## config.mk

```make
export PLATFORM = sky130hd
export DESIGN_NAME = dptcm_ctrl
export DESIGN_NICKNAME = d
export VERILOG_FILES = /design/src/hdl/dptcm_pkg.sv /design/src/hdl/dptcm_ctrl.sv
export SDC_FILE = /design/constraint.sdc
export NUM_CORES = 1
export LEC_CHECK = 0
export ABC_AREA = 1
export BUFFER_PORTS_ARGS = -buffer_cell sky130_fd_sc_hd__buf_4
export CAP_MARGIN = 30
export CELL_PAD_IN_SITES_DETAIL_PLACEMENT = 0
export CELL_PAD_IN_SITES_GLOBAL_PLACEMENT = 2
export CORE_UTILIZATION = 33
export DETAILED_ROUTE_END_ITERATION = 6
export GPL_TIMING_DRIVEN = 0
export PLACE_DENSITY_LB_ADDON = 0.1
export RECOVER_POWER = 25
export REMOVE_ABC_BUFFERS = 1
export SYNTH_ARGS = -nofsm -noshare
export SYNTH_HDL_FRONTEND = slang
export SYNTH_SLANG_ARGS = --single-unit
```

## constraint.sdc

```tcl
create_clock -name clk -period 5.7 [get_ports clk]
set_clock_uncertainty 0.05 [all_clocks]
set_input_delay 0.57 -clock clk [delete_from_list [all_inputs] [get_ports clk]]
set_output_delay 0.57 -clock clk [all_outputs]
set_load 0.005 [all_outputs]
```

## src/hdl/dptcm_pkg.sv

```systemverilog
`timescale 1ns / 1ps
// ----------------------------------------------------------------------------
// Dual-port TCM package
// Shared widths, codes and structures of the two-port tightly coupled memory.
// ----------------------------------------------------------------------------
package dptcm_pkg;

  // Memory geometry.
  localparam int WORD_COUNT = 8192;
  localparam int WORD_AW    = $clog2(WORD_COUNT);
  localparam int LANE_W     = 64;
  localparam int LANE_BYTES = LANE_W / 8;
  localparam int LOCAL_W    = WORD_AW + 3;

  // Field widths.
  localparam int OP_W     = 2;
  localparam int CMD_W    = 2;
  localparam int ADDR_W   = 32;
  localparam int LEN_W    = 4;
  localparam int KIND_W   = 2;
  localparam int STATUS_W = 2;
  localparam int SIZE_W   = 17;
  localparam int LIMIT_W  = ADDR_W + 1;

  // Configuration port.
  localparam int PADDR_W = 3;
  localparam int PDATA_W = 32;
  localparam logic REG_BASE_ADDRESS = 1'b0;
  localparam logic REG_REGION_SIZE  = 1'b1;
  localparam logic [ADDR_W-1:0] BASE_RESET = '0;
  localparam logic [SIZE_W-1:0] SIZE_RESET = SIZE_W'(65536);

  // Lane sizes of the two ports.
  localparam logic [LEN_W-1:0] DATA_LANE_BYTES  = LEN_W'(4);
  localparam logic [LEN_W-1:0] FETCH_LANE_BYTES = LEN_W'(8);

  // Operation codes.
  localparam logic [OP_W-1:0] OP_DATA  = 2'd0;
  localparam logic [OP_W-1:0] OP_FETCH = 2'd1;
  localparam logic [OP_W-1:0] OP_TICK  = 2'd2;

  // Command codes.
  localparam logic [CMD_W-1:0] CMD_READ  = 2'd0;
  localparam logic [CMD_W-1:0] CMD_WRITE = 2'd1;

  // Result kinds.
  localparam logic [KIND_W-1:0] KIND_TAKEN   = 2'd0;
  localparam logic [KIND_W-1:0] KIND_REFUSED = 2'd1;
  localparam logic [KIND_W-1:0] KIND_RSP     = 2'd2;
  localparam logic [KIND_W-1:0] KIND_IDLE    = 2'd3;

  // Status codes.
  localparam logic [STATUS_W-1:0] ST_OK       = 2'd0;
  localparam logic [STATUS_W-1:0] ST_ADDR_ERR = 2'd1;
  localparam logic [STATUS_W-1:0] ST_CMD_ERR  = 2'd2;

  // Port indexes.
  localparam logic PORT_DATA  = 1'b0;
  localparam logic PORT_FETCH = 1'b1;

  // One input item as held in the input register.
  typedef struct packed {
    logic [OP_W-1:0]       operation;
    logic [CMD_W-1:0]      command;
    logic [ADDR_W-1:0]     address;
    logic [LANE_W-1:0]     write_data;
    logic [LEN_W-1:0]      data_length;
    logic [LEN_W-1:0]      enable_count;
    logic [LANE_BYTES-1:0] byte_enables;
  } item_t;

  // Region settings from the register block.
  typedef struct packed {
    logic [ADDR_W-1:0]  base;
    logic [LIMIT_W-1:0] limit;
    logic [LIMIT_W-1:0] word_limit;
  } cfg_t;

  // Memory access request.
  typedef struct packed {
    logic                  we;
    logic                  re;
    logic [WORD_AW-1:0]    addr;
    logic [LANE_W-1:0]     wdata;
    logic [LANE_BYTES-1:0] wbe;
  } ram_req_t;

  // Result description handed from the control stage to the output stage.
  typedef struct packed {
    logic [KIND_W-1:0]   kind;
    logic                port;
    logic [STATUS_W-1:0] status;
    logic                rd_ok;
    logic                upper;
    logic [LEN_W-1:0]    len;
  } meta_t;

endpackage

```

## src/hdl/dptcm_ctrl.sv

```systemverilog
`timescale 1ns / 1ps
// ----------------------------------------------------------------------------
// Dual-port TCM control stage
// Request slots, fixed-priority service, region check and memory access.
// ----------------------------------------------------------------------------
module dptcm_ctrl
  import dptcm_pkg::*;
(
  input  logic     clk,
  input  logic     rst,
  input  logic     adv,
  input  logic     s0_valid,
  input  item_t    s0_item,
  input  cfg_t     cfg,
  output ram_req_t ram_req,
  output logic     s1_valid,
  output meta_t    s1_meta
);

  typedef struct packed {
    logic [CMD_W-1:0]      command;
    logic [ADDR_W-1:0]     address;
    logic [LANE_W-1:0]     write_data;
    logic [LEN_W-1:0]      length;
    logic [LEN_W-1:0]      enable_count;
    logic [LANE_BYTES-1:0] byte_enables;
  } slot_t;

  logic                  slot_valid [2];
  slot_t                 slots      [2];

  logic                  go;
  logic                  is_req;
  logic                  tick_hit;
  logic                  p_srv;
  logic                  sel;
  slot_t                 cur;
  logic                  in_region;
  logic [LOCAL_W-1:0]    region_offset;
  logic [LEN_W-1:0]      len;
  logic [LEN_W-1:0]      be_len;
  logic                  upper;
  logic [LANE_BYTES-1:0] on;
  logic [LANE_BYTES-1:0] strobe;
  meta_t                 meta_next;

  assign go       = adv && s0_valid;
  assign is_req   = (s0_item.operation == OP_DATA) || (s0_item.operation == OP_FETCH);
  assign tick_hit = (s0_item.operation == OP_TICK) && (slot_valid[0] || slot_valid[1]);
  assign p_srv    = slot_valid[0] ? PORT_DATA : PORT_FETCH;
  assign sel      = is_req ? s0_item.operation[0] : p_srv;
  assign cur      = slots[sel];

  // Region check against the precomputed bounds; all compares run in parallel.
  assign in_region = (cur.address >= cfg.base)
                  && ({1'b0, cur.address} < cfg.limit)
                  && ({1'b0, cur.address} < cfg.word_limit);
  assign region_offset = cur.address[LOCAL_W-1:0] - cfg.base[LOCAL_W-1:0];

  // Transfer length, lane half and byte strobe of the served slot.
  always_comb begin
    if (p_srv == PORT_DATA) begin
      len   = (cur.length > DATA_LANE_BYTES) ? DATA_LANE_BYTES : cur.length;
      upper = cur.address[2];
    end else begin
      len   = (cur.length > FETCH_LANE_BYTES) ? FETCH_LANE_BYTES : cur.length;
      upper = 1'b0;
    end
    be_len = (cur.enable_count > len) ? len : cur.enable_count;
    for (int i = 0; i < LANE_BYTES; i++) begin
      on[i] = (LEN_W'(i) < len)
           && ((be_len == '0) || ((LEN_W'(i) < be_len) && cur.byte_enables[i]));
    end
    strobe = upper ? {on[LANE_BYTES/2-1:0], (LANE_BYTES/2)'(0)} : on;
  end

  // Memory request for a served tick.
  always_comb begin
    ram_req.we    = go && tick_hit && in_region && (cur.command == CMD_WRITE);
    ram_req.re    = go && tick_hit && in_region && (cur.command == CMD_READ);
    ram_req.addr  = region_offset[LOCAL_W-1:3];
    ram_req.wdata = upper ? {cur.write_data[LANE_W/2-1:0], (LANE_W/2)'(0)}
                          : cur.write_data;
    ram_req.wbe   = strobe;
  end

  // Result description.
  always_comb begin
    meta_next.kind   = KIND_IDLE;
    meta_next.port   = PORT_DATA;
    meta_next.status = ST_OK;
    meta_next.rd_ok  = 1'b0;
    meta_next.upper  = upper;
    meta_next.len    = len;
    if (is_req) begin
      meta_next.kind = slot_valid[sel] ? KIND_REFUSED : KIND_TAKEN;
      meta_next.port = sel;
    end else if (tick_hit) begin
      meta_next.kind = KIND_RSP;
      meta_next.port = p_srv;
      if (!in_region) begin
        meta_next.status = ST_ADDR_ERR;
      end else if ((cur.command != CMD_READ) && (cur.command != CMD_WRITE)) begin
        meta_next.status = ST_CMD_ERR;
      end
      meta_next.rd_ok = in_region && (cur.command == CMD_READ);
    end
  end

  // Slot state and the stage register.
  always_ff @(posedge clk) begin
    if (rst) begin
      slot_valid[0] <= 1'b0;
      slot_valid[1] <= 1'b0;
      slots[0]      <= '0;
      slots[1]      <= '0;
      s1_valid      <= 1'b0;
    end else if (adv) begin
      s1_valid <= s0_valid;
      if (s0_valid) begin
        s1_meta <= meta_next;
        if (is_req && !slot_valid[sel]) begin
          slot_valid[sel]          <= 1'b1;
          slots[sel].command       <= s0_item.command;
          slots[sel].address       <= s0_item.address;
          slots[sel].write_data    <= s0_item.write_data;
          slots[sel].length        <= s0_item.data_length;
          slots[sel].enable_count  <= s0_item.enable_count;
          slots[sel].byte_enables  <= s0_item.byte_enables;
        end else if (tick_hit) begin
          slot_valid[p_srv] <= 1'b0;
        end
      end
    end
  end

  // A tick with a pending data request serves it and leaves the fetch slot alone.
  a_data_first: assert property (@(posedge clk) disable iff (rst)
    (go && (s0_item.operation == OP_TICK) && slot_valid[0])
      |=> (!slot_valid[0] && (slot_valid[1] == $past(slot_valid[1]))))
    else $error("data slot not served first");

  // A memory write only comes from a successful write response.
  a_write_rsp: assert property (@(posedge clk) disable iff (rst)
    ram_req.we |=> (s1_valid && (s1_meta.kind == KIND_RSP)
                    && (s1_meta.status == ST_OK) && !s1_meta.rd_ok))
    else $error("memory write without a matching response");

  // A request to a full slot is refused and keeps the slot full.
  a_refuse: assert property (@(posedge clk) disable iff (rst)
    (go && is_req && slot_valid[sel])
      |=> ((s1_meta.kind == KIND_REFUSED) && slot_valid[$past(sel)]))
    else $error("request to a full slot not refused");

  // Read data is only used for an error-free read response.
  a_read_ok: assert property (@(posedge clk) disable iff (rst)
    (s1_valid && s1_meta.rd_ok) |-> ((s1_meta.kind == KIND_RSP) && (s1_meta.status == ST_OK)))
    else $error("read data flagged on a non-read result");

endmodule

```

=== Yosys cells after proc, flatten, opt, wreduce, memory -nomap -nowiden ===
Memories as Yosys holds them, arrays and structs flattened.
Index checks and enable logic that the tools add are counted.

* $add $sub $neg: 1
* Order comparisons: 22
* Eq/ne operators: 4
* Muxes and demuxes: 36
* Bitwise gates (word level): 3
* Reductions and logical operators: 48

{| class="wikitable"
|+ Operators with widths
! kind !! count
|-
| 114-bit 2-to-1 mux || 1
|-
| 114-bit OR reduction || 1
|-
| 32-bit by 33-bit < comparator with 1-bit output || 2
|-
| 64-bit 2-to-1 mux || 1
|-
| 32-bit greater-or-equal comparator || 1
|-
| 3-bit by 4-bit < comparator with 1-bit output (first input constant) || 8
|-
| 1-bit logical AND || 27
|-
| 1-bit 2-to-1 mux || 25
|-
| 1-bit by 4-bit < comparator with 1-bit output (first input constant) || 4
|-
| 2-bit by 4-bit < comparator with 1-bit output (first input constant) || 4
|-
| 4-bit 2-to-1 mux || 4
|-
| 16-bit subtractor || 1
|-
| 1-bit logical OR || 10
|-
| 8-bit 2-to-1 mux || 1
|-
| 5-bit 2-to-1 mux || 1
|-
| 2-bit by 1-bit equality test with 1-bit output (second input constant) || 2
|-
| 4-bit by 3-bit greater-than comparator with 1-bit output (second input constant) || 1
|-
| 4-bit greater-than comparator || 1
|-
| 4-bit greater-than comparator (second input constant) || 1
|-
| 2-bit zero test || 2
|-
| 4-bit zero test || 1
|-
| 2-bit 2-to-1 mux || 2
|-
| 3-bit 2-to-1 mux || 1
|-
| 1-bit NOT || 3
|-
| 8 further kinds || 9
|}

* Register bits: 12
* Bits in writable memories: 230
* Bits of input ports: 218
* Output and inout bits: 99
* Logic and storage cells: 124
* Memories: 2

{| class="wikitable"
|+ Memory list
! name !! words !! bits a word !! read ports !! clocked after memory_dff !! write ports !! line !! text
|-
| slots || 2 || 114 || 1 || 0 || 2 || dptcm_ctrl.sv:30 || <nowiki>slot_t slots [2];</nowiki>
|-
| slot_valid || 2 || 1 || 3 || 0 || 2 || dptcm_ctrl.sv:29 || <nowiki>logic slot_valid [2];</nowiki>
|}

=== Logic depth before layout (Yosys ltp) ===
An unclocked memory read counts as a cell.

* Depth after elaboration: 14
* Depth in mapped cells: 26
* Gate-level depth less buffers: 25

=== Worst setup path before layout ===
Ideal clock, no wire load.

* Path kind: input port to flip-flop
* Start: input port adv
* End: memory slots[0][0] (netlist name), enable pin
* Library setup time: 0.476 ns
* Data arrival time: 4.365 ns
* Required time: 5.174 ns
* Setup slack: 0.808 ns
* Stages on the path: 8
* Path buffers: 2
* Cells stage by stage: nand2_1 > nor2_1 > nand2_1 > nor2_1 > inv_2 > clkbuf_1 > buf_1 > nand2_1

{| class="wikitable"
|+ RTL lines
! what !! line !! text
|-
| from (decl) || dptcm_ctrl.sv:11 || <nowiki>input logic adv,</nowiki>
|-
| to (decl) || dptcm_ctrl.sv:30 ||
|}

==> results.sh <==
export IMPL_synthCells=1593
export IMPL_dp_cells=2401
export IMPL_die_area_mm2=0.0432
export IMPL_ant_nets=0
export IMPL_core_area_mm2=0.0419
export IMPL_initial_core_util_pct=33.4
export IMPL_ys_ff_latch=242
export IMPL_p_switching_mw=1.27
export IMPL_dp_slack_ns=1.03
export IMPL_finalInstanceArea_mm2=0.0180
export IMPL_ir_drop_uv=210
export IMPL_grt_pass1_wl_mm=60.6
export IMPL_whs_ns=0.152
export IMPL_instances_no_fill=2456
export IMPL_yosysMostFrequentCell="nand2_1"
export IMPL_crit_required_ns=5.08
export IMPL_yosysTopAreaCell="edfxtp_1"
export IMPL_die_w_um=208
export IMPL_multiInputGateArea_mm2=0.00536
export IMPL_synth_area_leaders="edfxtp_1 (52%), ha_1 (8.7%), nand2_1 (8.6%)"
export IMPL_cp_arrival_ns=4.50
export IMPL_place_congestion=0.834
export IMPL_nets=2210
export IMPL_wl_per_cell_um=15.8
export IMPL_drive_gt1_share_pct=20.9
export IMPL_synth_edf_count=241
export IMPL_relSlewSlack_pct=54.4
export IMPL_die_y_um=208
export IMPL_cts_path_max_buffers=3
export IMPL_yosysUniqueCellTypes=44
export IMPL_cts_tree="yes"
export IMPL_grtUsageTotal_pct=18.1
export IMPL_min_path_type="in -> reg"
export IMPL_crit_type="reg -> out"
export IMPL_setup_ws_ns=0.582
export IMPL_async_flop_share_pct=0
export IMPL_cts_root_buf="clkbuf_16"
export IMPL_rsz0062_at_grt="no"
export IMPL_tightest_slew_ns=0.685
export IMPL_vias=11056
export IMPL_fmax_mhz=195
export IMPL_p_comb_share_pct=19.1
export IMPL_p_int_mw=3.49
export IMPL_register_area_mm2=0.00726
export IMPL_dr_first_iter_drc_count=470
export IMPL_ys_flop_type="edfxtp_1"
export IMPL_htree_levels=1
export IMPL_postCtsHoldBufs=0
export IMPL_grt_ovfl_total=0
export IMPL_ys_seq_area_share_pct=51.9
export IMPL_dr_pass1_iters=4
export IMPL_outcome="completed"
export IMPL_p_per_area_mw_per_mm2=264
export IMPL_rows=75
export IMPL_grt_start_max_net_pins=79
export IMPL_wirelength_mm=38.7
export IMPL_finalHoldViolCount=0
export IMPL_postCtsResizedCells=0
export IMPL_period_needed_ns=5.12
export IMPL_fillers=4230
export IMPL_setup_violations=0
export IMPL_drc=0
export IMPL_cp_end_kind="output pin"
export IMPL_io_buffers=316
export IMPL_clk_pin_slew_ns=0.06
export IMPL_synth_common_cells="nand2_1 (321), inv_1 (306), nor2_1 (293)"
export IMPL_grt_pass1_vias=11131
export IMPL_startpoint_type="register"
export IMPL_pwr_share_clk_pct=37.7
export IMPL_slew_viol_final=0
export IMPL_drv_cap=0
export IMPL_dpl_instance_area_mm2=0.0171
export IMPL_hpwlAfterDp_mm=27.4
export IMPL_p_seq_share_pct=43.2
export IMPL_io_pins=317
export IMPL_setup_total_negative_slack_ns=0
export IMPL_swShare_pct=26.7
export IMPL_area_growth_pct=28.6
export IMPL_cts_setup_buffers=0
export IMPL_clock_sinks=242
export IMPL_synth_top_cell_area_share_pct=51.7
export IMPL_synth_area_mm2=0.0140
export IMPL_crit_fanout=48
export IMPL_yosysWarningCount=0
export IMPL_leakagePower_nw=9.15
export IMPL_synth_area_per_cell_um2=8.78
export IMPL_clk_latency_ns=0.58
export IMPL_period_share_pct=89.8
export IMPL_cts_buffers=30
export IMPL_antenna_found_initial=3
export IMPL_vias_per_cell=4.50
[flip-flops by register name, summed over array words and instances (netlist names)]
register	cells
slot_valid	2
s1_meta	11
s1_valid	1
slots	228
[final cells by class]
type | instances | area share [%]
Antenna cell | 1 | 0.0139
Clock buffer | 36 | 4.30
Clock inverter | 17 | 0.806
Inverter | 316 | 6.64
Multi-Input combinational cell | 979 | 29.8
Sequential cell | 242 | 40.3
Tap cell | 539 | 3.75
Timing Repair Buffer | 326 | 14.4
[cell usage in the layout (no fill, tap or decap), types with 7 or more instances in the layout]
master	netlist	final
nand2_2	11	9
edfxtp_1	241	241
clkinv_1	1	10
nand4_1	11	11
mux2i_1	35	35
o21ai_0	21	21
inv_1	306	307
clkbuf_1	34	11
buf_16	0	7
nor2_1	293	294
a21oi_1	56	56
nand3_1	29	29
nor3_1	8	8
ha_1	97	97
nand2_1	321	319
clkbuf_16	0	30
xor2_1	9	9
nand2_4	5	8
buf_4	1	302
clkbuf_4	0	10
a31oi_1	34	34
[final timing paths]
check / endpoint / slack [ns] / depth (start not counted) / startpoint
setup / recovery: ram_req[1] / 0.58 / 20 / slot_valid[0]
hold / removal: s1_valid / 0.15 / 2 / rst
setup reg to reg: slots[0][29] / 1.72 / 11 / slot_valid[0]
hold reg to reg: s1_valid / 0.41 / 2 / s1_valid
[layer usage]
metal	part of all wire, %	track usage, %	up-vias
met2	49	31.7	243
met1	42	22.0	5065
met3	7.2	4.85	42
met5	0.072	0	-
met4	1.7	4.01	4
li1	-	-	5702
[through the flow]
step           utilization (%)  power, mW
2_1_floorplan                -       2.60
3_3_place_gp              40.2       3.02
3_5_place_dp              40.9       3.02
4_1_cts                   43.0       4.83
5_1_grt                   43.0       5.00
6_report                  43.0       4.76
[kinds of logic (layout without fill, tap and decap cells)]
family	count (synthesis)	count (layout)	share of synthesized area, %
simple gates	697	697	20.4
fa+ha+maj	97	97	8.67
buf+inv	372	695	10.1
compound gates	137	137	5.74
other cells	0	1	0
flops	242	242	51.9
mux	35	35	2.50
xor+xnor	13	13	0.814
[power by group through the flow]
stage                     registers (mW)  logic [mW]  clock network (mW)
after floorplan                     2.10       0.497                   0
final                               2.06       0.907                1.79
after global placement              2.11       0.911                   0
after global routing                2.06        1.03                1.91
after detailed placement            2.09       0.927                   0
after CTS                           2.06       0.931                1.85
[worst max-delay path: stages, from the launching register on]
cell and delay, ns:
edfxtp_1 0.54, inv_1 0.18, nand2_1 0.12, nand2_4 0.53, buf_12 0.30, nand2_1 0.09
and2_1 0.17, nor2_4 0.18, a21oi_1 0.10, nor3_4 0.23, ha_1 0.30, nand3_2 0.18
nand2_4 0.10, nand2_1 0.08, nand2_1 0.08, nor2_2 0.19, nand2_4 0.11, nand2_1 0.12
nand2_1 0.06, nor2_1 0.13, buf_4 0.14
Note: power is estimated with default switching activity, not from simulation.
