[src/hdl/dptcm_pkg.sv]
`timescale 1ns / 1ps
// ----------------------------------------------------------------------------
// Dual-port TCM package
// Shared widths, codes and structures of the two-port tightly coupled memory.
// ----------------------------------------------------------------------------
package dptcm_pkg;

  // Memory geometry.
  localparam int WORD_COUNT = 8192;
  localparam int WORD_AW    = $clog2(WORD_COUNT);
  localparam int LANE_W     = 64;
  localparam int LANE_BYTES = LANE_W / 8;
  localparam int LOCAL_W    = WORD_AW + 3;

  // Field widths.
  localparam int OP_W     = 2;
  localparam int CMD_W    = 2;
  localparam int ADDR_W   = 32;
  localparam int LEN_W    = 4;
  localparam int KIND_W   = 2;
  localparam int STATUS_W = 2;
  localparam int SIZE_W   = 17;
  localparam int LIMIT_W  = ADDR_W + 1;

  // Configuration port.
  localparam int PADDR_W = 3;
  localparam int PDATA_W = 32;
  localparam logic REG_BASE_ADDRESS = 1'b0;
  localparam logic REG_REGION_SIZE  = 1'b1;
  localparam logic [ADDR_W-1:0] BASE_RESET = '0;
  localparam logic [SIZE_W-1:0] SIZE_RESET = SIZE_W'(65536);

  // Lane sizes of the two ports.
  localparam logic [LEN_W-1:0] DATA_LANE_BYTES  = LEN_W'(4);
  localparam logic [LEN_W-1:0] FETCH_LANE_BYTES = LEN_W'(8);

  // Operation codes.
  localparam logic [OP_W-1:0] OP_DATA  = 2'd0;
  localparam logic [OP_W-1:0] OP_FETCH = 2'd1;
  localparam logic [OP_W-1:0] OP_TICK  = 2'd2;

  // Command codes.
  localparam logic [CMD_W-1:0] CMD_READ  = 2'd0;
  localparam logic [CMD_W-1:0] CMD_WRITE = 2'd1;

  // Result kinds.
  localparam logic [KIND_W-1:0] KIND_TAKEN   = 2'd0;
  localparam logic [KIND_W-1:0] KIND_REFUSED = 2'd1;
  localparam logic [KIND_W-1:0] KIND_RSP     = 2'd2;
  localparam logic [KIND_W-1:0] KIND_IDLE    = 2'd3;

  // Status codes.
  localparam logic [STATUS_W-1:0] ST_OK       = 2'd0;
  localparam logic [STATUS_W-1:0] ST_ADDR_ERR = 2'd1;
  localparam logic [STATUS_W-1:0] ST_CMD_ERR  = 2'd2;

  // Port indexes.
  localparam logic PORT_DATA  = 1'b0;
  localparam logic PORT_FETCH = 1'b1;

  // One input item as held in the input register.
  typedef struct packed {
    logic [OP_W-1:0]       operation;
    logic [CMD_W-1:0]      command;
    logic [ADDR_W-1:0]     address;
    logic [LANE_W-1:0]     write_data;
    logic [LEN_W-1:0]      data_length;
    logic [LEN_W-1:0]      enable_count;
    logic [LANE_BYTES-1:0] byte_enables;
  } item_t;

  // Region settings from the register block.
  typedef struct packed {
    logic [ADDR_W-1:0]  base;
    logic [LIMIT_W-1:0] limit;
    logic [LIMIT_W-1:0] word_limit;
  } cfg_t;

  // Memory access request.
  typedef struct packed {
    logic                  we;
    logic                  re;
    logic [WORD_AW-1:0]    addr;
    logic [LANE_W-1:0]     wdata;
    logic [LANE_BYTES-1:0] wbe;
  } ram_req_t;

  // Result description handed from the control stage to the output stage.
  typedef struct packed {
    logic [KIND_W-1:0]   kind;
    logic                port;
    logic [STATUS_W-1:0] status;
    logic                rd_ok;
    logic                upper;
    logic [LEN_W-1:0]    len;
  } meta_t;

endpackage

[src/hdl/dptcm_regs.sv]
`timescale 1ns / 1ps
// ----------------------------------------------------------------------------
// Dual-port TCM region registers
// APB-style register block holding the region base and size.
// ----------------------------------------------------------------------------
module dptcm_regs
  import dptcm_pkg::*;
(
  input  logic               clk,
  input  logic               rst,
  input  logic               psel,
  input  logic               penable,
  input  logic               pwrite,
  input  logic [PADDR_W-1:0] paddr,
  input  logic [PDATA_W-1:0] pwdata,
  output logic [PDATA_W-1:0] prdata,
  output logic               pready,
  output cfg_t               cfg
);

  logic [ADDR_W-1:0]  base_address;
  logic [SIZE_W-1:0]  region_size;
  logic [LIMIT_W-1:0] limit;
  logic [LIMIT_W-1:0] word_limit;
  logic               wr_en;
  logic               reg_sel;

  localparam logic [LIMIT_W-1:0] WORD_SPAN = LIMIT_W'(WORD_COUNT * 8);

  assign pready  = 1'b1;
  assign wr_en   = psel && penable && pwrite;
  assign reg_sel = paddr[2];

  // Register writes; the end-of-region bounds are kept precomputed.
  always_ff @(posedge clk) begin
    if (rst) begin
      base_address <= BASE_RESET;
      region_size  <= SIZE_RESET;
      limit        <= {1'b0, BASE_RESET} + LIMIT_W'(SIZE_RESET);
      word_limit   <= {1'b0, BASE_RESET} + WORD_SPAN;
    end else if (wr_en) begin
      case (reg_sel)
        REG_BASE_ADDRESS: begin
          base_address <= pwdata[ADDR_W-1:0];
          limit        <= {1'b0, pwdata[ADDR_W-1:0]} + LIMIT_W'(region_size);
          word_limit   <= {1'b0, pwdata[ADDR_W-1:0]} + WORD_SPAN;
        end
        REG_REGION_SIZE: begin
          region_size <= pwdata[SIZE_W-1:0];
          limit       <= {1'b0, base_address} + LIMIT_W'(pwdata[SIZE_W-1:0]);
        end
        default: begin
          region_size <= region_size;
        end
      endcase
    end
  end

  // Read back.
  always_comb begin
    case (reg_sel)
      REG_BASE_ADDRESS: prdata = base_address;
      REG_REGION_SIZE:  prdata = PDATA_W'(region_size);
      default:          prdata = '0;
    endcase
  end

  assign cfg.base       = base_address;
  assign cfg.limit      = limit;
  assign cfg.word_limit = word_limit;

endmodule

[config.mk]
export PLATFORM = sky130hd
export DESIGN_NAME = dptcm_regs
export DESIGN_NICKNAME = d
export VERILOG_FILES = /design/src/hdl/dptcm_pkg.sv /design/src/hdl/dptcm_regs.sv
export SDC_FILE = /design/constraint.sdc
export NUM_CORES = 1
export LEC_CHECK = 0
export BUFFER_PORTS_ARGS = -buffer_cell sky130_fd_sc_hd__buf_2
export CAP_MARGIN = 20
export CORE_ASPECT_RATIO = 0.6
export CORE_UTILIZATION = 45
export CTS_CLUSTER_DIAMETER = 60
export DETAILED_ROUTE_END_ITERATION = 6
export GPL_ROUTABILITY_DRIVEN = 0
export GPL_TIMING_DRIVEN = 1
export PLACE_DENSITY = 0.76
export SYNTH_ARGS = -nofsm -noshare
export SYNTH_HDL_FRONTEND = slang
export SYNTH_SLANG_ARGS = --single-unit
[constraint.sdc]
create_clock -name clk -period 5.21 [get_ports clk]
set_input_delay 0.521 -clock clk [delete_from_list [all_inputs] [get_ports clk]]
set_output_delay 0.521 -clock clk [all_outputs]
set_load 0.01 [all_outputs]
== After elaboration in Yosys (flattened, before gate mapping) ==
Cells that the tools add are included.
Widths: inputs -> output; s select.

* Muxes and demuxes: 2
* Add/subtract/negate cells: 3
* Bitwise logic cells: 1
* Reductions and logical operators: 4

{| class="wikitable"
|+ Operator list
! kind !! count
|-
| $add 32x17->33 || 2
|-
| $pmux 33 s2 || 1
|-
| $pmux 32 s2 || 1
|-
| $add 32x17->33 const B || 1
|-
| $reduce_and 2->1 || 2
|-
| $logic_and 1x1->1 || 2
|-
| $not 1->1 || 1
|}

* Word-level logic and storage cells: 14
* Register bits after elaboration: 115
* Input bits: 40
* Output and inout port bits: 131

== Depth between registers and ports, before layout ==
Gate-level depths: netlist (run 1).

* Depth in word-level cells: 3
* Gate-level depth with buffers: 10
* Mapped depth without buffers: 10

== Worst setup path after synthesis (run 1) ==
Ideal clock, no wire load.

* Path kind: input to register
* Start: in pwdata[0]
* End: reg limit[28]
* Setup time: 103 ps
* Buffers on the path: 0
* Stages: 10
* Setup slack: 2379 ps
* Arrival: 2727 ps
* Required time: 5107 ps
* Path through: ha_1 fa_1 a211oi_1 nor2_1 o311ai_1 a31oi_1 o211ai_1 xnor2_1 nor2_1 a2111oi_2

* Cells in the longest elaborated chain, start to end: 2
* Elaborated cells between the ends (all ways): 3
* Classes of those cells: add/sub (2); mux (1)

{| class="wikitable"
|+ RTL lines
! item !! line !! source
|-
| start, declared || dptcm_regs.sv:15 || <nowiki>input logic [PDATA_W-1:0] pwdata,</nowiki>
|-
| $add 32x17->33, on equally long branches || dptcm_regs.sv:50, dptcm_regs.sv:45 ||
|-
| $pmux 33 s2 * || dptcm_regs.sv:42 || <nowiki>case (reg_sel)</nowiki>
|-
| end signal, assigned || dptcm_regs.sv:39 || <nowiki>limit <= {1'b0, BASE_RESET} + LIMIT_W'(SIZE_RESET);</nowiki>
|-
| end signal, assigned || dptcm_regs.sv:45 || <nowiki>limit <= {1'b0, pwdata[ADDR_W-1:0]} + LIMIT_W'(region_size);</nowiki>
|-
| end signal, assigned || dptcm_regs.sv:50 || <nowiki>limit <= {1'b0, base_address} + LIMIT_W'(pwdata[SIZE_W-1:0]);</nowiki>
|-
| end, declared || dptcm_regs.sv:23 || <nowiki>logic [LIMIT_W-1:0] limit;</nowiki>
|}

Every way passes the cells marked *; elsewhere a longest branch is shown, timed or not.
A chain may end at the register's enable or synchronous reset.

== Worst setup path in the final report (run 1) ==
* Start: reg base_address[0]
* End: reg limit[22]

* Cells in the longest elaborated chain, start to end: 2

{| class="wikitable"
|+ RTL lines
! item !! line !! source
|-
| start, declared || dptcm_regs.sv:21 || <nowiki>logic [ADDR_W-1:0] base_address;</nowiki>
|-
| start signal, assigned || dptcm_regs.sv:44 || <nowiki>base_address <= pwdata[ADDR_W-1:0];</nowiki>
|-
| $add 32x17->33 || dptcm_regs.sv:50 ||
|-
| $pmux 33 s2 || dptcm_regs.sv:42 ||
|}

No other way between the ends.

==> results of run 1 <==
[per-layer routing]
metal  GRT usage (%)  routed length, um  vias to the layer above
li1                -                  -                     3167
met1            43.5              10400                     2975
met2            35.8               7390                      328
met3            6.01               2100                       11
met4            4.33                110                        0
met5               0                  0                        -
[cells in the final DEF (no fill, tap or decap), drive strengths merged, types with 5 or more instances in the layout]
cell type,n
a21o,12
inv,11
nand2,153
a2111oi,6
o21ai,31
nor2,66
a311oi,7
nand2b,6
or3,7
and2,5
o21bai,8
nor4,5
o31ai,5
a211oi,29
nand4,8
nand3,14
xor2,22
o211ai,9
dfxtp,99
o21a,5
nor3,16
mux2,18
and3,8
buf,177
clkbuf,9
xnor2,35
a21oi,85
ha,35
a31oi,5
nor2b,16
[area by class of cell]
type / count / area (um^2)
timing repair buffer: 177 / 913
multi-input combinational: 658 / 4150
tap: 192 / 240
clock inverter: 7 / 76.3
fill: 1332 / 6220
sequential: 99 / 1980
clock buffer: 9 / 225
inverter: 7 / 26.3
[worst max-delay path, delay by kind of cell (launching register included)]
family / cells / cell delay (ps)
AOI/OAI and AO/OA: 5 / 1670
xor gates and xnor gates: 1 / 220
adders and majority gates: 2 / 680
DFF: 1 / 350
and+or+nand+nor: 2 / 250
[stage by stage]
step | utilization (%) | hold slack [ps] | std cells | worst slack, ps | instance area [um^2]
after floorplan | - | 450 | 826 | 2380 | 6450
after global placement | 52.9 | 442 | 1133 | 1670 | 7310
after detailed placement | 52.9 | 454 | 1133 | 1700 | 7310
after CTS | 55.0 | 428 | 1149 | 1990 | 7610
after global routing | 55.0 | 430 | 1149 | 1640 | 7610
final | 55.0 | 440 | 1149 | 1940 | 7610
[worst paths after layout]
kind              cells past startpoint             from               to
setup / recovery                     10  base_address[0]        limit[22]
hold / removal                        3        pwdata[5]  base_address[5]
setup reg to reg                     10  base_address[0]        limit[22]
hold reg to reg                       2         limit[4]         limit[4]
[cells by family after synthesis]
family	Yosys count	synth area share (%)
AO/OA/AOI/OAI	226	23.3
flip-flops	99	30.7
buffers and inverters	69	5.12
other	1	0.0581
multiplexers	22	3.76
adder cells (fa/ha/maj)	37	7.41
AND/OR/NAND/NOR	315	21.9
XOR/XNOR	57	7.74
[power by group]
part | leakage (uW) | total, uW | switching, uW | internal, uW
clock network | 0.000149 | 682 | 339 | 343
registers | 0.000804 | 799 | 19.4 | 780
logic | 0.00235 | 295 | 184 | 111
total | 0.00331 | 1780 | 543 | 1230
[registers in the layout, indices dropped and copies added, names as in the netlist]
name and count:
limit 33, base_address 32, region_size 17, word_limit 17
==> impl_results.md, run 1 <==
* Outcome: completed
* Io pins at 171
* CP max stage cell: o311ai_1
* RSZ-0062 raised after global routing: no
* Async SR Flop Fraction at 0%
* Full die area at 14800 um^2
* Total power at 1780 uW
* Clk_lat worst skew at 360 ps
* Hold buffers post-CTS at 0
* Detailed-placement wirelength estimate at 14.9 mm
* Maximum vdd drop at 0.000151 V
* Initial Util at 46.6%
* WS Path Type: reg2reg
* Cell Pwr Density at 233 nW/um^2
* Vias at 6481
* Most used DFF post-synth: dfxtp_1
* Total grt overflow at 0
* H-tree levels at 3
* CTS tree: done
* Internal reg-to-reg setup slack at 1940 ps
* TritonCTS Buffers at 9
* First-pass GRT wire length at 30.8 mm
* Largest net degree at the start of global routing at 70
* Vias/cell at 5.64
* 1st-iter DRT viols at 580
* Slew @ Worst Pin at 1050 ps
* WL/cell at 17.4 um
* Crit-path cells: ha_1, fa_1, a211oi_1, nor2_1, o311ai_1, a31oi_1, o211ai_1, xnor2_1, nor2_1, o41ai_1
* Clk buf depth at 2
* Nets@finish at 1029
* Post-DRT Antenna Nets at 0
* Slew Viols, Final at 0
* Initial antenna violation count at 0
* Max incr delay on CP at 490 ps
* CTS root buf: clkbuf_16
* Ys Warns at 0
* Most frequent cell after synthesis: nand2_1
* Fmax achieved at 0.306 GHz
* Period utilisation layout at 62.8%
* Core Area at 13800 um^2
* Ant diodes at 0
* EDFF count, synth at 0
* Num rows at 33
* Post-CTS setup buffer count at 0
* CP required at 5470 ps
* Layout cell share with drive strength beyond 1 at 24.3%
* Mapped Cells at 826
* Synth top area share at 30.7%
* Resized Gates After CTS at 0
* Vias in the first global route at 5475
* Startpoint types: register
* Chip width at 157 um
* Die height at 94.8 um
* Synth unique cells at 64
* Synthesis-to-layout area growth at 18.0%
* Total track usage at 27.1%
* Crit end category: register
* Leakage at 0.00331 uW
* Post-Syn Nets at 903
* Arrival time at the worst endpoint at 3530 ps
* Dominant cell type by area after synthesis: dfxtp_1
* 1st-pass router iterations at 5
* Top post-synthesis cells by count: nand2_1 (153), dfxtp_1 (99), a21oi_1 (84)
* Final Hold Fails at 0
* Synth Area per Inst at 7.81 um^2
* Worst hold path class: in2reg
* Port bufs at 167
* Crit-path most repeated cell: nor2_1
* Final TNS setup at 0 ps
* Final setup vio count at 0
* DRC viols at 0
* Fin crit period at 3270 ps
* Slew Limit Headroom at 29.7%
* Synth top area cells: dfxtp_1 (31%), nand2_1 (8.9%), ha_1 (6.8%)
* Max cap viols at 0
* Worst Skew at 13.8 ps
* Maximum fanout along the worst path at 6
* Register area share after synthesis at 30.7%
* CTS clk-pin slew, worst paths at 80 ps
* Post-synthesis cell area at 6450 um^2
* CTS sink cnt at 99
* Synthesized flop and latch total at 99
* Final wirelength at 20.0 mm
(Power assumes the default switching activity.)
==> inputs of run 2 (changes only) <==
PLACE_DENSITY = 0.79   (was 0.76)
clock period = 2.73 ns   (was 5.21 ns; I/O delays follow)
==> impl_results.md, run 2 (synthesized netlist as in run 1, its figures left out) <==
* Outcome: completed
* Total power at 3620 uW (+100%)
* Maximum vdd drop at 0.000275 V (+81%)
* CTS sink cnt at 99 (unchanged)
* Biggest regs: limit x33, base_address x32
* CTS tree: done
* Fin util at 60.8% (+5.7 points)
* Full die area at 14800 um^2 (unchanged)
* CP max stage cell: fa_2
* 1st-iter DRT viols at 599 (+3.3%)
* Nets@finish at 1108 (+7.7%)
* Power Internal at 2600 uW (+110%)
* Gate power share at 18.1% (+1.5 points)
* WS Path Type: reg2reg
* Biggest register: limit
* Sw Pwr at 1020 uW (+88%)
* Hold Path Stages at 3 (unchanged)
* CTS clk-pin slew, worst paths at 80 ps (about the same)
* Worst Skew at 10.0 ps (-3.76 ps)
* Layout cell share with drive strength beyond 1 at 32.2% (+7.9 points)
* Fin crit period at 2680 ps (-590 ps)
* Slew @ Worst Pin at 661 ps (-391 ps)
* First-pass GRT wire length at 33.1 mm (+7.3%)
* Finished Layout Cells at 1228 (+6.9%)
* Commonest non-fill, non-tap cell in the layout: buf_2
* Final TNS setup at 0 ps (unchanged)
* Startpoint types: register
* Leakage at 0.00373 uW (+13%)
* Internal reg-to-reg setup slack at 50 ps (-1890 ps)
* Die height at 94.8 um (unchanged)
* DRC viols at 0 (unchanged)
* Total track usage at 29.0% (+1.9 points)
* Ant diodes at 0 (unchanged)
* Fmax achieved at 0.373 GHz (+22%)
* Maximum fanout along the worst path at 6 (unchanged)
* H-tree levels at 3 (unchanged)
* Final wirelength at 21.5 mm (+7.4%)
* Vias/cell at 5.68 (+0.61%)
* Post-DRT Antenna Nets at 0 (unchanged)
* Initial antenna violation count at 0 (unchanged)
* CTS root buf: clkbuf_16
* Vias in the first global route at 6100 (+11%)
* Final setup vio count at 0 (unchanged)
* Max incr delay on CP at 410 ps (-80 ps)
* Critical path buffers and inverters at 1 (+1)
* Total grt overflow at 0 (unchanged)
* Clk_lat worst skew at 350 ps (about the same)
* Crit-path cells: ha_4, fa_2, a211oi_4, nor2_2, o311ai_2, buf_4, a31oi_4, o211ai_1, xnor2_1, nor2_1, o41ai_1
* Cell Pwr Density at 430 nW/um^2 (+84%)
* Detailed-placement wirelength estimate at 16.1 mm (+7.8%)
* WHS Endpoint: base_address[7]
* Period utilisation layout at 98.1% (+35 points)
* Crit end category: register
* Most frequent cells in the layout: buf_2 (166), nand2_1 (152), dfxtp_1 (98)
* Reg2Reg Depth at 11 (+1)
* Num rows at 33 (unchanged)
* Worst hold path class: in2reg
* HP Start: pwdata[7]
* Largest net degree at the start of global routing at 57 (-19%)
* CP required at 2980 ps (-2490 ps)
* Vias at 6969 (+7.5%)
* CP top delay family: compound AO/OA/AOI/OAI gates
* Final Hold Fails at 0 (unchanged)
* Arrival time at the worst endpoint at 2930 ps (-600 ps)
* Reg-to-Reg Start: base_address[0]
* Hold buffers post-CTS at 0 (unchanged)
* 1st-pass router iterations at 5 (unchanged)
* Synthesis-to-layout area growth at 30.3%
* WL/cell at 17.5 um (+0.46%)
* Port bufs at 167 (unchanged)
* Sw Share at 28.2% (-2.4 points)
* Sequential group share of total power at 42.1% (-2.9 points)
* Clk buf depth at 2 (unchanged)
* Slew Limit Headroom at 55.9% (+26 points)
* Placed insts at 1201 (+6.0%)
* TritonCTS Buffers at 9 (unchanged)
* Clock power frac at 39.8% (+1.4 points)
* RSZ-0062 raised after global routing: yes
* Initial Util at 46.6% (unchanged)
* Slew Viols, Final at 0 (unchanged)
* Io pins at 171 (unchanged)
* Chip width at 157 um (unchanged)
* Reg2reg end: limit[24]
* Core Area at 13800 um^2 (unchanged)
* Max cap viols at 0 (unchanged)
* Max reg flops at 33 (unchanged)
==> run 2: cell count changes in the layout (fill, tap and decap cells not counted), sizes merged <==
cell / previous run / this run
buf: 177 / 256
bufinv: 0 / 2
inv: 11 / 8
clkbuf: 9 / 10
==> run 2: power by group through the flow <==
stage	registers, uW	logic (uW)	clock network, uW
3_3_place_gp	1560	608	0
6_report	1520	654	1440
4_1_cts	1520	626	1450
5_1_grt	1530	711	1510
3_5_place_dp	1560	618	0
2_1_floorplan	1570	344	0
==> run 2: worst register-to-register path, cell delays in order (launching register included) <==
cell      delay [ps]
dfxtp_2          340
ha_4             170
fa_2             420
a211oi_4         300
nor2_2            70
o311ai_2         250
buf_4            180
a31oi_4          110
o211ai_1         220
xnor2_1          160
nor2_1            70
o41ai_1          300
==> run 2: what timing repair did <==
item	CTS	global route
pin swaps	4	28
buffers inserted	3	8
endpoints found under the setup margin	10	18
resized for setup	5	22
==> run 2: layout make-up <==
class	count	area, um^2
well taps	192	240
clock buffers	10	239
clock inverters	6	95.1
fillers	1229	5430
multi-input cells	658	4280
inverters	7	26.3
repair buffers	256	1540
flip-flops and latches	99	1980
==> run 2: metal layers <==
layer	global-route usage, %	routed length, um	vias up
li1	-	-	3330
met4	5.23	234	0
met1	44.8	10300	3191
met2	39.3	8210	419
met3	7.57	2690	29
met5	0	0	-
==> run 2: stage by stage <==
step | setup slack (ps) | cell area (um^2) | hold WS (ps)
floorplan | 60.6 | 6450 | 397
global placement | -185 | 7850 | 444
detailed placement | -249 | 7850 | 444
CTS | 42.8 | 8230 | 196
global route | -77.6 | 8410 | 199
finish | 50.5 | 8410 | 202
==> run 2: worst max-delay path by stage <==
stage,from,to,slack [ps],depth (start not counted)
finish,base_address[0],limit[24],50,11
global route,base_address[0],limit[20],-80,11
CTS,region_size[0],limit[28],40,11
detailed placement,pwdata[0],limit[20],-250,12
global placement,pwdata[0],limit[28],-180,12
floorplan,base_address[0],limit[28],60,10
==> inputs of run 3 (changes only) <==
HOLD_SLACK_MARGIN = 0.06   (was default)
PLACE_DENSITY = default   (was 0.79)
PLACE_DENSITY_LB_ADDON = 0.3   (was default)
==> impl_results.md, run 3 (synthesized netlist as in run 1, its figures left out) <==
* Most frequent cells in the layout: buf_2 (166), nand2_1 (152), dfxtp_1 (96)
* Post-DRT Antenna Nets at 0 (unchanged)
* Die height at 94.8 um (unchanged)
* WL/cell at 17.7 um (+1.1%)
* Fill cells at 1295 (+5.4%)
* CTS root buf: clkbuf_16
* Worst hold path class: in2reg
* H-tree levels at 3 (unchanged)
* Final hold slack at 201 ps (-1.20 ps)
* Fin util at 60.6% (-0.23 points)
* Crit-path most repeated cell: buf_4
* Vias/cell at 5.67 (about the same)
* Crit end category: register
* Worst Slack Setup Final at -10.1 ps (-60.6 ps)
* Ant diodes at 0 (unchanged)
* Nets@finish at 1103 (-0.45%)
* WS Path Type: reg2reg
* Commonest non-fill, non-tap cell in the layout: buf_2
* DRC viols at 0 (unchanged)
* Hold Path Stages at 3 (unchanged)
* Slew Viols, Final at 0 (unchanged)
* Initial Util at 46.6% (unchanged)
* Failing checks: negative setup slack
* Final wirelength at 21.6 mm (+0.65%)
* Post-route cell area at 8380 um^2 (-0.37%)
* Fmax achieved at 0.365 GHz (-2.2%)
* CP max stage cell: a211o_1
* Clk buf depth at 2 (unchanged)
* Startpoint types: register
* Full die area at 14800 um^2 (unchanged)
* RSZ-0062 raised after global routing: yes
* Hold buffers post-CTS at 0 (unchanged)
* Synthesis-to-layout area growth at 29.8%
* Leakage at 0.00368 uW (-1.2%)
* Slew @ Worst Pin at 837 ps (+176 ps)
* CTS clk-pin slew, worst paths at 70 ps (about the same)
* Arrival time at the worst endpoint at 2980 ps (+50 ps)
* Biggest regs: limit x33, base_address x32
* TritonCTS Buffers at 9 (unchanged)
* Port bufs at 167 (unchanged)
* Placed Instance Area at 7800 um^2 (-0.64%)
* Io pins at 171 (unchanged)
* CP required at 2970 ps (about the same)
* Largest net degree at the start of global routing at 74 (+30%)
* Cell Pwr Density at 439 nW/um^2 (+2.0%)
* First-pass GRT wire length at 32.9 mm (-0.58%)
* Final Hold Fails at 0 (unchanged)
* Fin crit period at 2740 ps (+60.6 ps)
* Num rows at 33 (unchanged)
* Crit-path cells: buf_4, ha_1, a211o_1, a211oi_2, or3_4, a21oi_4, a31oi_4, buf_4, nand2b_1, xor2_1, a2111oi_2
* Period utilisation layout at 100% (+2.2 points)
* Maximum vdd drop at 0.000281 V (+2.5%)
* Core Area at 13800 um^2 (unchanged)
* Biggest register: limit
* 1st-pass router iterations at 7 (+2)
* Max incr delay on CP at 340 ps (-70 ps)
* 1st-iter DRT viols at 548 (-8.5%)
* Max reg flops at 33 (unchanged)
* Final setup vio count at 1 (+1)
* Initial antenna violation count at 0 (unchanged)
* Total track usage at 28.9% (-0.076 points)
* Vias in the first global route at 5952 (-2.4%)
* Chip width at 157 um (unchanged)
* Worst Skew at 5.78 ps (-4.23 ps)
* Clk_lat worst skew at 350 ps (about the same)
* CTS tree: done
* Max cap viols at 0 (unchanged)
* Vias at 6937 (-0.46%)
* Layout cell share with drive strength beyond 1 at 31.8% (-0.43 points)
* Outcome: finished, violations left
* Total grt overflow at 0 (unchanged)
* CTS sink cnt at 99 (unchanged)
* Slew Limit Headroom at 44.2% (-12 points)
* Maximum fanout along the worst path at 5 (-1)
* Reg2Reg Depth at 11 (unchanged)
* Detailed-placement wirelength estimate at 16.2 mm (+0.99%)
run 3: power by group:
part	total [uW]	internal [uW]	switching (uW)
combinational	640	260	381
clock	1510	927	585
sequential	1520	1490	35.0
total	3680	2680	1000
run 3: worst max-delay path: cells and delay by family, from the launching register on:
| kind | cells | cell delay, ps |
|---|---|---|
| AOI/OAI and AO/OA | 5 | 1300 |
| DFF | 1 | 330 |
| and+or+nand+nor | 2 | 330 |
| buffers and inverters | 2 | 310 |
| adders and majority gates | 1 | 290 |
| xor gates and xnor gates | 1 | 80 |
run 3: layout make-up:
class | count | area, um^2 | share of cell area, %
clock buffer | 11 | 243 | 2.90
clock inverter | 5 | 108 | 1.28
tap | 192 | 240 | 2.87
multi-input combinational | 658 | 4290 | 51.2
inverter | 7 | 26.3 | 0.314
timing repair buffer | 251 | 1480 | 17.7
sequential | 99 | 1990 | 23.7
run 3: stage by stage:
step / instances / worst slack, ps / TNS [ps] / power [uW]
global route: 1223 / -82.4 / -412 / 3820
finish: 1223 / -10.1 / -10.1 / 3680
detailed placement: 1196 / -313 / -1930 / 2160
floorplan: 826 / 60.6 / 0 / 1910
CTS: 1213 / 18.0 / 0 / 3660
global placement: 1196 / -253 / -1420 / 2160
run 3: routing by layer:
layer / up-vias / global-route usage [%] / wire length, um
met5: - / 0 / 0
met4: 0 / 4.90 / 187
met3: 18 / 7.57 / 2670
met2: 377 / 37.8 / 8190
met1: 3232 / 45.8 / 10600
li1: 3310 / - / -
run 3: timing repair:
action                                 4_1_cts  5_1_grt
gates resized for setup                      7       22
endpoints found under the hold margin        0        0
buffers inserted                             1       10
setup endpoints to repair                    8       17
pin swaps                                    3       22
run 3: final timing paths:
path | from | to | slack, ps
setup reg to reg | base_address[1] | limit[25] | -10
hold reg to reg | word_limit[17] | word_limit[17] | 450
hold / removal | pwdata[5] | base_address[5] | 200
setup / recovery | base_address[1] | limit[25] | -10
